## src/hdl/congestion_window_controller_defines.svh

```systemverilog
// assertion helpers shared by the congestion window controller modules
// both expect signals named clk and rst_n in the module that uses them
`ifndef CONGESTION_WINDOW_CONTROLLER_DEFINES_SVH
`define CONGESTION_WINDOW_CONTROLLER_DEFINES_SVH

// condition holds at every edge out of reset
`define CWC_ASSERT_ALWAYS(label, cond, msg) \
    label: assert property (@(posedge clk) disable iff (!rst_n) (cond)) else $error(msg);

// consequence holds at the clock edge after the antecedent
`define CWC_ASSERT_NEXT(label, ante, cons, msg) \
    label: assert property (@(posedge clk) disable iff (!rst_n) (ante) |=> (cons)) else $error(msg);

`endif

```

## src/hdl/cwc_pkg.sv

```systemverilog
package cwc_pkg;

    // field widths
    localparam int WIN_W = 7;
    localparam int SEQ_W = 32;
    localparam int DUP_W = 3;

    // reset and rule constants
    localparam logic [WIN_W-1:0] CWND_INIT     = 7'd1;
    localparam logic [WIN_W-1:0] SSTHRESH_RST  = 7'd16;
    localparam logic [WIN_W-1:0] MAX_WIN_RST   = 7'd32;
    localparam logic [WIN_W-1:0] RECOV_BUMP    = 7'd3;
    localparam logic [DUP_W-1:0] DUP_SAT       = 3'd4;
    localparam logic [DUP_W-1:0] DUP_TRIGGER   = 3'd3;
    localparam logic [SEQ_W-1:0] SEQ_FIRST     = 32'd1;

    typedef enum logic [1:0] {
        MODE_ACK     = 2'd0,
        MODE_TIMEOUT = 2'd1,
        MODE_SENT    = 2'd2,
        MODE_RESTART = 2'd3
    } mode_t;

    typedef enum logic [1:0] {
        PH_SLOW  = 2'd0,
        PH_AVOID = 2'd1,
        PH_RECOV = 2'd2
    } phase_t;

    typedef enum logic [1:0] {
        CFG_INIT_THRESH = 2'd0,
        CFG_MAX_WINDOW  = 2'd1,
        CFG_SEQ_OFFSET  = 2'd2,
        CFG_PKT_COUNT   = 2'd3
    } cfg_idx_t;

    typedef struct packed {
        mode_t            mode;
        logic [SEQ_W-1:0] ack_number;
    } in_t;

    typedef struct packed {
        logic [WIN_W-1:0] window_size;
        logic [WIN_W-1:0] threshold;
        logic [1:0]       phase;
        logic             resend_request;
        logic [SEQ_W-1:0] base_index;
        logic [SEQ_W-1:0] next_index;
        logic             send_allowed;
        logic             transfer_done;
    } out_t;

    // event decode handed to the window tracker
    typedef struct packed {
        logic step;
        logic new_ack;
        logic dup_ack;
        logic timeout;
        logic restart;
    } win_ctl_t;

    // window tracker state seen by the top level
    typedef struct packed {
        logic [WIN_W-1:0] cwnd;
        logic [WIN_W-1:0] ssthresh;
        phase_t           phase;
        logic             resend;
    } win_state_t;

    // zero reads as one
    function automatic logic [WIN_W-1:0] at_least_one(input logic [WIN_W-1:0] v);
        return (v == '0) ? CWND_INIT : v;
    endfunction

    // half of the window, never below one
    function automatic logic [WIN_W-1:0] half_floor1(input logic [WIN_W-1:0] w);
        return at_least_one(w >> 1);
    endfunction

endpackage

```

## src/hdl/congestion_window_controller.sv

```systemverilog
// channel  | direction | handshake              | payload
// ---------+-----------+------------------------+----------------------------------
// in       | to block  | in_valid / in_ready    | in_data (mode, ack_number)
// out      | from block| out_valid / out_ready  | out_data (window, seq state, flags)
// cfg      | to block  | cfg_valid / cfg_ready  | cfg_index, cfg_data
//
// one item per cycle sustained while out_ready stays high; each item is held in the input register
// and is then processed into the state registers that drive out_data
// the result fields are read straight from the state registers, which hold the
// state after the item in the output slot until that item is taken
// a stalled output holds the input register; in_ready falls only when both are full
// reset: window 1, threshold 16, slow start, base and next 1, registers 16/32/0/0
// cfg_ready is always high; writes take effect on the next cycle
`include "congestion_window_controller_defines.svh"

module congestion_window_controller (
    input  logic                          clk,
    input  logic                          rst_n,
    input  logic                          in_valid,
    output logic                          in_ready,
    input  cwc_pkg::in_t                  in_data,
    output logic                          out_valid,
    input  logic                          out_ready,
    output cwc_pkg::out_t                 out_data,
    input  logic                          cfg_valid,
    output logic                          cfg_ready,
    input  cwc_pkg::cfg_idx_t             cfg_index,
    input  logic [cwc_pkg::SEQ_W-1:0]     cfg_data
);

    // configuration registers
    logic [cwc_pkg::WIN_W-1:0] init_thresh_reg;
    logic [cwc_pkg::WIN_W-1:0] max_window_reg;
    logic [cwc_pkg::SEQ_W-1:0] seq_offset_reg;
    logic [cwc_pkg::SEQ_W-1:0] pkt_count_reg;

    // input slot and output slot
    cwc_pkg::in_t inq_reg;
    logic         inq_valid_reg, inq_valid_next;
    logic         out_valid_reg, out_valid_next;
    logic         advance;
    logic         proc;

    // sequence state
    logic [cwc_pkg::SEQ_W-1:0] base_reg, base_next;
    logic [cwc_pkg::SEQ_W-1:0] next_reg, next_next;
    logic [cwc_pkg::SEQ_W-1:0] last_ack_reg, last_ack_next;
    logic                      done_reg, done_next;

    logic [cwc_pkg::SEQ_W-1:0] rel;
    logic [cwc_pkg::SEQ_W-1:0] pc_plus1;
    logic [cwc_pkg::SEQ_W-1:0] outstanding;
    logic [cwc_pkg::WIN_W-1:0] send_win;
    logic                      is_dup;
    logic                      may_send;

    cwc_pkg::win_ctl_t   win_ctl;
    cwc_pkg::win_state_t win_st;

    // handshake: output slot frees when empty or taken
    assign advance        = !out_valid_reg || out_ready;
    assign proc           = inq_valid_reg && advance;
    assign in_ready       = !inq_valid_reg || advance;
    assign inq_valid_next = (in_valid && in_ready) ? 1'b1 : (proc ? 1'b0 : inq_valid_reg);
    assign out_valid_next = proc || (out_valid_reg && !out_ready);
    assign cfg_ready      = 1'b1;

    // sequence arithmetic
    assign rel      = inq_reg.ack_number - seq_offset_reg;
    assign pc_plus1 = pkt_count_reg + 32'd1;
    assign is_dup   = inq_reg.ack_number == last_ack_reg;

    // send window check on the current state
    assign send_win    = (win_st.cwnd < cwc_pkg::at_least_one(max_window_reg))
                         ? win_st.cwnd : cwc_pkg::at_least_one(max_window_reg);
    assign outstanding = next_reg - base_reg;
    assign may_send    = !done_reg
                         && outstanding < {{(cwc_pkg::SEQ_W-cwc_pkg::WIN_W){1'b0}}, send_win}
                         && {1'b0, next_reg} <= {1'b0, pkt_count_reg} + 33'd1;

    // event decode for the window tracker
    always_comb
    begin
        win_ctl.step    = proc;
        win_ctl.new_ack = inq_reg.mode == cwc_pkg::MODE_ACK && !done_reg && !is_dup;
        win_ctl.dup_ack = inq_reg.mode == cwc_pkg::MODE_ACK && !done_reg && is_dup;
        win_ctl.timeout = inq_reg.mode == cwc_pkg::MODE_TIMEOUT;
        win_ctl.restart = inq_reg.mode == cwc_pkg::MODE_RESTART;
    end

    cwc_window u_window (
        .clk            (clk),
        .rst_n          (rst_n),
        .ctl            (win_ctl),
        .init_threshold (init_thresh_reg),
        .max_window     (max_window_reg),
        .st             (win_st)
    );

    // sequence state update
    always_comb
    begin
        base_next     = base_reg;
        next_next     = next_reg;
        last_ack_next = last_ack_reg;
        done_next     = done_reg;
        if (proc)
        begin
            unique case (inq_reg.mode)
                cwc_pkg::MODE_ACK:
                begin
                    if (!done_reg)
                    begin
                        if (!is_dup)
                            last_ack_next = inq_reg.ack_number;
                        if (rel >= base_reg)
                            base_next = rel + 32'd1;
                        if (rel == pc_plus1)
                            done_next = 1'b1;
                    end
                end
                cwc_pkg::MODE_TIMEOUT:
                begin
                end
                cwc_pkg::MODE_SENT:
                begin
                    if (may_send)
                        next_next = next_reg + 32'd1;
                end
                cwc_pkg::MODE_RESTART:
                begin
                    base_next     = cwc_pkg::SEQ_FIRST;
                    next_next     = cwc_pkg::SEQ_FIRST;
                    last_ack_next = '0;
                    done_next     = 1'b0;
                end
                default:
                begin
                end
            endcase
        end
    end

    // control and state registers
    always_ff @(posedge clk or negedge rst_n)
    begin
        if (!rst_n)
        begin
            inq_valid_reg <= 1'b0;
            out_valid_reg <= 1'b0;
            base_reg      <= cwc_pkg::SEQ_FIRST;
            next_reg      <= cwc_pkg::SEQ_FIRST;
            last_ack_reg  <= '0;
            done_reg      <= 1'b0;
        end
        else
        begin
            inq_valid_reg <= inq_valid_next;
            out_valid_reg <= out_valid_next;
            base_reg      <= base_next;
            next_reg      <= next_next;
            last_ack_reg  <= last_ack_next;
            done_reg      <= done_next;
        end
    end

    // input payload register
    always_ff @(posedge clk)
    begin
        if (in_valid && in_ready)
            inq_reg <= in_data;
    end

    // configuration writes
    always_ff @(posedge clk or negedge rst_n)
    begin
        if (!rst_n)
        begin
            init_thresh_reg <= cwc_pkg::SSTHRESH_RST;
            max_window_reg  <= cwc_pkg::MAX_WIN_RST;
            seq_offset_reg  <= '0;
            pkt_count_reg   <= '0;
        end
        else if (cfg_valid && cfg_ready)
        begin
            unique case (cfg_index)
                cwc_pkg::CFG_INIT_THRESH: init_thresh_reg <= cfg_data[cwc_pkg::WIN_W-1:0];
                cwc_pkg::CFG_MAX_WINDOW:  max_window_reg  <= cfg_data[cwc_pkg::WIN_W-1:0];
                cwc_pkg::CFG_SEQ_OFFSET:  seq_offset_reg  <= cfg_data;
                cwc_pkg::CFG_PKT_COUNT:   pkt_count_reg   <= cfg_data;
                default:
                begin
                end
            endcase
        end
    end

    // result fields from the post-update state
    assign out_valid               = out_valid_reg;
    assign out_data.window_size    = win_st.cwnd;
    assign out_data.threshold      = win_st.ssthresh;
    assign out_data.phase          = win_st.phase;
    assign out_data.resend_request = win_st.resend;
    assign out_data.base_index     = base_reg;
    assign out_data.next_index     = next_reg;
    assign out_data.send_allowed   = may_send;
    assign out_data.transfer_done  = done_reg;

    // checks
    `CWC_ASSERT_NEXT(a_hold_on_stall, out_valid_reg && !out_ready, $stable(base_reg) && $stable(next_reg) && $stable(win_st), "state moved while result waits")
    `CWC_ASSERT_NEXT(a_done_ignores_ack, proc && done_reg && inq_reg.mode == cwc_pkg::MODE_ACK, $stable(base_reg) && $stable(last_ack_reg) && done_reg, "ack changed state after transfer done")
    `CWC_ASSERT_NEXT(a_inq_held, inq_valid_reg && !advance, inq_valid_reg && $stable(inq_reg), "input slot lost while output stalled")

endmodule

```

## src/hdl/cwc_window.sv

```systemverilog
`include "congestion_window_controller_defines.svh"

module cwc_window (
    input  logic                          clk,
    input  logic                          rst_n,
    input  cwc_pkg::win_ctl_t             ctl,
    input  logic [cwc_pkg::WIN_W-1:0]     init_threshold,
    input  logic [cwc_pkg::WIN_W-1:0]     max_window,
    output cwc_pkg::win_state_t           st
);

    logic [cwc_pkg::WIN_W-1:0] cwnd_reg, cwnd_next;
    logic [cwc_pkg::WIN_W-1:0] ssthresh_reg, ssthresh_next;
    cwc_pkg::phase_t           phase_reg, phase_next;
    logic [cwc_pkg::DUP_W-1:0] dup_reg, dup_next;
    logic                      resend_reg, resend_next;

    logic [cwc_pkg::WIN_W-1:0] eff_max;
    logic [cwc_pkg::WIN_W-1:0] half1;
    logic [cwc_pkg::DUP_W-1:0] dup_inc;
    logic [cwc_pkg::WIN_W:0]   grow_w;
    logic [cwc_pkg::WIN_W-1:0] grow_clamped;
    cwc_pkg::phase_t           grow_phase;

    // shared arithmetic for the event paths
    assign eff_max = cwc_pkg::at_least_one(max_window);
    assign half1   = cwc_pkg::half_floor1(cwnd_reg);
    assign dup_inc = (dup_reg < cwc_pkg::DUP_SAT) ? dup_reg + 3'd1 : dup_reg;

    // new ack growth: double in slow start, add one otherwise
    assign grow_w = (phase_reg == cwc_pkg::PH_SLOW) ? {cwnd_reg, 1'b0}
                                                    : {1'b0, cwnd_reg} + 8'd1;
    assign grow_clamped = (grow_w > {1'b0, eff_max}) ? eff_max
                                                     : grow_w[cwc_pkg::WIN_W-1:0];
    assign grow_phase = (phase_reg == cwc_pkg::PH_SLOW && grow_w < {1'b0, ssthresh_reg})
                        ? cwc_pkg::PH_SLOW : cwc_pkg::PH_AVOID;

    // next state per event
    always_comb
    begin
        cwnd_next     = cwnd_reg;
        ssthresh_next = ssthresh_reg;
        phase_next    = phase_reg;
        dup_next      = dup_reg;
        resend_next   = resend_reg;
        if (ctl.step)
        begin
            resend_next = 1'b0;
            if (ctl.restart)
            begin
                cwnd_next     = cwc_pkg::CWND_INIT;
                ssthresh_next = cwc_pkg::at_least_one(init_threshold);
                phase_next    = cwc_pkg::PH_SLOW;
                dup_next      = '0;
            end
            else if (ctl.timeout)
            begin
                cwnd_next     = cwc_pkg::CWND_INIT;
                ssthresh_next = half1;
                phase_next    = cwc_pkg::PH_SLOW;
            end
            else if (ctl.dup_ack)
            begin
                dup_next = dup_inc;
                if (dup_inc == cwc_pkg::DUP_TRIGGER)
                begin
                    ssthresh_next = half1;
                    cwnd_next     = half1 + cwc_pkg::RECOV_BUMP;
                    phase_next    = cwc_pkg::PH_RECOV;
                    resend_next   = 1'b1;
                end
            end
            else if (ctl.new_ack)
            begin
                dup_next   = '0;
                cwnd_next  = grow_clamped;
                phase_next = grow_phase;
            end
            else
            begin
            end
        end
    end

    // state registers
    always_ff @(posedge clk or negedge rst_n)
    begin
        if (!rst_n)
        begin
            cwnd_reg     <= cwc_pkg::CWND_INIT;
            ssthresh_reg <= cwc_pkg::SSTHRESH_RST;
            phase_reg    <= cwc_pkg::PH_SLOW;
            dup_reg      <= '0;
            resend_reg   <= 1'b0;
        end
        else
        begin
            cwnd_reg     <= cwnd_next;
            ssthresh_reg <= ssthresh_next;
            phase_reg    <= phase_next;
            dup_reg      <= dup_next;
            resend_reg   <= resend_next;
        end
    end

    assign st.cwnd     = cwnd_reg;
    assign st.ssthresh = ssthresh_reg;
    assign st.phase    = phase_reg;
    assign st.resend   = resend_reg;

    // checks
    `CWC_ASSERT_ALWAYS(a_cwnd_nonzero, cwnd_reg != '0 && ssthresh_reg != '0, "window or threshold reached zero")
    `CWC_ASSERT_ALWAYS(a_resend_recov, !resend_reg || phase_reg == cwc_pkg::PH_RECOV, "resend outside recovery")
    `CWC_ASSERT_NEXT(a_timeout_reset, ctl.step && ctl.timeout && !ctl.restart, cwnd_reg == cwc_pkg::CWND_INIT && phase_reg == cwc_pkg::PH_SLOW && dup_reg == $past(dup_reg), "timeout did not collapse window")

endmodule

```

## config.mk

```make
export PLATFORM = sky130hd
export DESIGN_NAME = congestion_window_controller
export DESIGN_NICKNAME = d
export VERILOG_FILES = /design/src/hdl/cwc_pkg.sv /design/src/hdl/congestion_window_controller.sv /design/src/hdl/cwc_window.sv
export VERILOG_INCLUDE_DIRS = /design/src /design/src/hdl
export SDC_FILE = /design/constraint.sdc
export NUM_CORES = 1
export LEC_CHECK = 0
export BUFFER_PORTS_ARGS = -buffer_cell sky130_fd_sc_hd__buf_2
export CAP_MARGIN = 0
export CORE_MARGIN = 5
export CORE_UTILIZATION = 30
export DETAILED_ROUTE_END_ITERATION = 12
export PLACE_DENSITY = 0.52
export SLEW_MARGIN = 10
export SYNTH_ARGS = -nofsm -noshare
export SYNTH_HDL_FRONTEND = slang
export SYNTH_SLANG_ARGS = --single-unit
```

## constraint.sdc

```tcl
create_clock -name clk -period 4.8 [get_ports clk]
set_input_delay 0.24 -clock clk [delete_from_list [all_inputs] [get_ports clk]]
set_output_delay 0.24 -clock clk [all_outputs]
set_load 0.03 [all_outputs]
```

# Word level (Yosys, flattened, before mapping)
# Cells that the tools add are included.
# totals
output_inout_bits	86
wordCells	132
regBits	231
# op_classes
mux	43
order_cmp	7
n_eq_ne	15
n_reduce_logical	41
add_sub_neg	9
# ops
cell	n
$pmux W32 S2	3
$mux W32	5
$add A32 B1 Y32 const B	3
$mux W7	13
$eq A32 B32 Y1	2
$sub A32 B32 Y32	2
$add A32 B1 Y33 const B	1
$le A32 B33 Y1	1
$ge A32 B32 Y1	1
$lt A32 B7 Y1	1
$logic_not A7 Y1	3
$mux W3	5
$reduce_and A3 Y1	4
$mux W2	5
$reduce_and A2 Y1	5
$logic_and A1 B1 Y1	9
$mux W1	9
$reduce_bool A3 Y1	3
$add A7 B1 Y8 const B	1
$eq A2 B2 Y1 const B	4
$gt A8 B7 Y1	1
$lt A8 B7 Y1	1
$mux W8	1
$ne A2 B2 Y1 const B	4
other kinds (16)	28

# Depth between registers and ports, before layout
# logic_depth
word_depth	9
ltp_mapped	24
ltp_nobuf	23

# Cells and area by module
# A second synthesis with hierarchy kept.
# unflattened
cells_unflattened	2091
area_unflattened_um2	18476.5
# by_module_without_submodules
mod	seq_area_each_um2	area_per_inst_um2	instances	cells_per_inst
congestion_window_controller	5455.2	16638.5	1	1872
cwc_window	503.0	1838.0	1	219

# Least setup slack after synthesis
# OpenSTA, ideal clock, no wires.
# synth_path
path_type	register to register
from	register inq_reg[0] (netlist bit)
to	register base_reg[23] (netlist bit)
arrival_ns	4.902
synth_period_minus_slack_ns	5.023
n_path_buf	0
t_required_ns	4.679
slack_ns	-0.223
stages_incl_launch_ff	24
setup_time_ns	0.121
path_cell_list	edfxtp_1 -> inv_1 -> ha_1 -> inv_1 -> fa_1 -> a21o_1 -> a32oi_1 -> a21oi_1 -> or4_1 -> a21boi_0 -> o21ai_0 -> nor2_1 -> nor2_1 -> ha_1 -> a21o_1 -> a21oi_1 -> nor2b_1 -> o21ai_0 -> nand2b_1 -> a21oi_1 -> nor2_1 -> a211oi_1 -> nor2_1 -> a22o_1
# synth_between
elab_chain_cells	5
# synth_lines
item	line	source
start, declared	congestion_window_controller.sv:38	cwc_pkg::in_t inq_reg;
start signal, assigned	congestion_window_controller.sv:171	inq_reg <= in_data;
$sub A32 B32 Y32 *	congestion_window_controller.sv:69	assign rel = inq_reg.ack_number - seq_offset_reg;
$add A32 B1 Y32	congestion_window_controller.sv:117	base_next = rel + 32'd1;
$mux W32	congestion_window_controller.sv:116	if (rel >= base_reg)
$mux W32	congestion_window_controller.sv:112	if (!done_reg)
$pmux W32 S2	congestion_window_controller.sv:109	unique case (inq_reg.mode)
end signal, assigned	congestion_window_controller.sv:151	base_reg <= cwc_pkg::SEQ_FIRST;
end signal, assigned	congestion_window_controller.sv:160	base_reg <= base_next;
end, declared	congestion_window_controller.sv:45	logic [cwc_pkg::SEQ_W-1:0] base_reg, base_next;
# Every way passes the cells marked *; elsewhere a longest branch is shown, timed or not. The select of a mux whose other input is x is not followed.
# A chain may end at the register's enable or synchronous reset.

# Worst setup path in the final report
# layout_path
from	register inq_reg[0] (netlist bit)
to	register base_reg[14] (netlist bit)
# Same word-level chain as after synthesis.

==> results.toml <==
[global_routing]
antenna_found_initial = 2
grt_max_degree = 116
grt_pass1_wl_mm = 102
grt_pass1_vias = 17136
grt_usage_pct = 19.5
gr-total-overflow = 0

[worst_hold_path]
hold_class = "input port to flop"
min_path_cells = 3

[cells_and_area]
drive_gt1_share_pct = 28.1
multi_input_area_um2 = 12300
stdcell_count = 3301
largest_reg_flops = 34
syn2layout_area_growth_pct = 34.1
fillers = 6008
diodes = 0
fin_nets = 2732
layout.area.seq_um2 = 5960

[route]
drt_first_pass_iters = 5
drc = 0
drt-total-wl_mm = 67.1
drtAntennaViolNets = 0
drt-initial-drc-count = 922
wl_per_cell_um = 20.3
viasPerCell = 5.17
vias = 17074

[synth]
ys_types = 86
synth_edf_count = 34
synth-async-reset-ratio_pct = 85.3
yosysTopAreaCell = "dfrtp_1"
synth_area_leaders = "dfrtp_1 26%, ha_1 11%, edfxtp_1 5.6%"
netlist_instances = 2033
yosys_warnings = 0
seq_area_frac_synth_pct = 32.6
ys_ff_latch = 231
syn-num-nets = 2269
netlist_area_um2 = 18300
syn_avg_cell_area_um2 = 8.99
ys.flop_type = "dfrtp_1"
synth_top_area_share_pct = 26.2

[clocking]
cts_made_buffers = 30
htreeDepth = 1
numClockSinks = 231
clock-root-buffer = "clkbuf_16"
clkTransAtPathRegs_ns = 0.06
clk_latency_ns = 0.58
tritoncts = "built"
clockBufferDepth = 3

[critical_path]
crit_fanout = 7
critPathKind = "flop to flop"
cp.required_ns = 5.29
cp-end-kind = "flop"
cp.arrival_ns = 5.28
start_kind = "flop"
r2r_cells = 23

[timing]
slew_violations = 0
fmax_mhz = 209
hold_ws_ns = 0.201
worst_slew_pin_slew_ns = 1.11
finalCritPeriodShare_pct = 99.9
fin_crit_ns = 4.79
relSlewSlack_pct = 25.9
setup_viol = 0
clock_skew_ns = 0.0125
final_hold_viol_count = 0
rsz0062_at_grt = "yes"

[status]
status = "finished clean"

[floorplan]
rows = 90
chipHeight_um = 257
initial_core_util_pct = 30.3
core_area_um2 = 60400
die_area_um2 = 65900
pin_count = 159
fp.dieW_um = 257

[placement]
dp_hpwl_mm = 53.8
place_inst = 3145
io_buffers = 157
place_congestion = 0.939

[run]
drv_cap = 0

[power]
ir_drop_mv = 0.247
p_leak_nw = 11.1
fin_total_pwr_mw = 11.9
power_density_nw_per_um2 = 486
[what timing repair did]
| action | in CTS | in global routing |
|---|---|---|
| hold buffers | 70 | 0 |
| buffers inserted | 15 | 11 |
| pin swaps | 37 | 53 |
| endpoints found under the hold margin | 218 | 0 |
| resized for setup | 74 | 88 |
| cloned | 4 | 3 |
| endpoints found under the setup margin | 66 | 65 |
[final timing paths]
check	slack [ns]	end	start
max in group asynchronous	3.38	pkt_count_reg[28]	rst_n
worst min register to register	0.49	u_window.resend_reg	u_window.resend_reg
worst max register to register	0.006	base_reg[14]	inq_reg[0]
min in group asynchronous	0.36	init_thresh_reg[3]	rst_n
worst min-delay path	0.20	init_thresh_reg[5]	cfg_index[1]
worst max-delay path	0.006	base_reg[14]	inq_reg[0]
[cell type report]
cell class	instances	share of cell area [%]
clock buffers	40	3.51
clock inverters	15	0.797
inverters	115	1.76
multi-input cells	1606	50.0
flip-flops and latches	231	24.3
well taps	782	3.99
repair buffers	512	15.6
[Yosys cell counts, types with 12 or more instances]
library cell,count
edfxtp_1,34
o31ai_1,25
nand4_1,57
xnor2_1,111
a21o_1,43
clkbuf_1,69
ha_1,161
or3_1,12
mux2i_1,33
o21a_1,20
nand3_1,61
and2_1,12
a21oi_1,123
a2111oi_0,16
nand2b_1,64
nor2b_1,14
inv_1,115
o211ai_1,15
mux2_2,87
nor2_1,105
nor3_1,29
xor2_1,51
and3_1,34
a211oi_1,22
nor4_1,22
o21ai_0,106
dfrtp_1,191
and4_1,16
nand2_1,196
a22o_1,12
[layer usage]
| metal | share of wire (%) | global-route usage (%) | up-vias |
|---|---|---|---|
| met4 | 2.1 | 4.01 | 0 |
| li1 | - | - | 8359 |
| met3 | 4.3 | 2.48 | 74 |
| met2 | 47 | 33.0 | 349 |
| met5 | 0 | 0 | - |
| met1 | 47 | 27.0 | 8292 |
[report_power, final]
group          internal, mW  switching, mW
combinational          2.87           3.89
clock                  1.47          0.938
sequential             2.39          0.355
[placed cells by master, fill, tap and decap left out, types with 99 or more instances in the layout]
master,synthesis,routed
a21oi_1,123,109
xnor2_1,111,108
nand2_1,196,190
dfrtp_1,191,188
buf_2,4,156
nor2_1,105,100
ha_1,161,151
buf_4,4,262
inv_1,115,111
o21ai_0,106,99
[through the flow]
stage / utilization [%] / setup TNS (ns) / setup WS, ns / area (µm²)
floorplan: - / 0 / 0.00811 / 18300
global placement: 36.0 / -20.24 / -0.528 / 21700
detailed placement: 36.0 / -23.50 / -0.597 / 21700
CTS: 39.7 / -0.0829 / -0.0544 / 24000
global route: 40.6 / -7.11 / -0.197 / 24500
finish: 40.6 / 0 / 0.00597 / 24500
[worst max-delay path: stages, from the launching register on]
cell	delay (ns)
edfxtp_1	0.39
inv_2	0.10
ha_4	0.14
inv_2	0.04
fa_2	0.35
a21o_1	0.19
a32oi_2	0.25
a21oi_2	0.12
or4_4	0.55
a21oi_4	0.21
buf_6	0.12
nor2_4	0.03
a21oi_2	0.19
xnor2_2	0.11
ha_1	0.34
nand3_2	0.09
nor3_2	0.16
nand2_1	0.09
or4_1	0.39
o211ai_1	0.16
a211oi_4	0.07
buf_6	0.20
buf_4	0.16
o31ai_1	0.23
[cell families after synthesis]
group | count (synthesis) | synth area share, %
AO/OA/AOI/OAI | 497 | 18.4
XOR/XNOR | 163 | 7.89
adder cells (fa/ha/maj) | 163 | 11.2
buffers and inverters | 197 | 4.16
flip-flops | 231 | 32.6
multiplexers | 120 | 7.17
other | 1 | 0.0205
AND/OR/NAND/NOR | 661 | 18.5
Power figures use the tool's default switching activity.
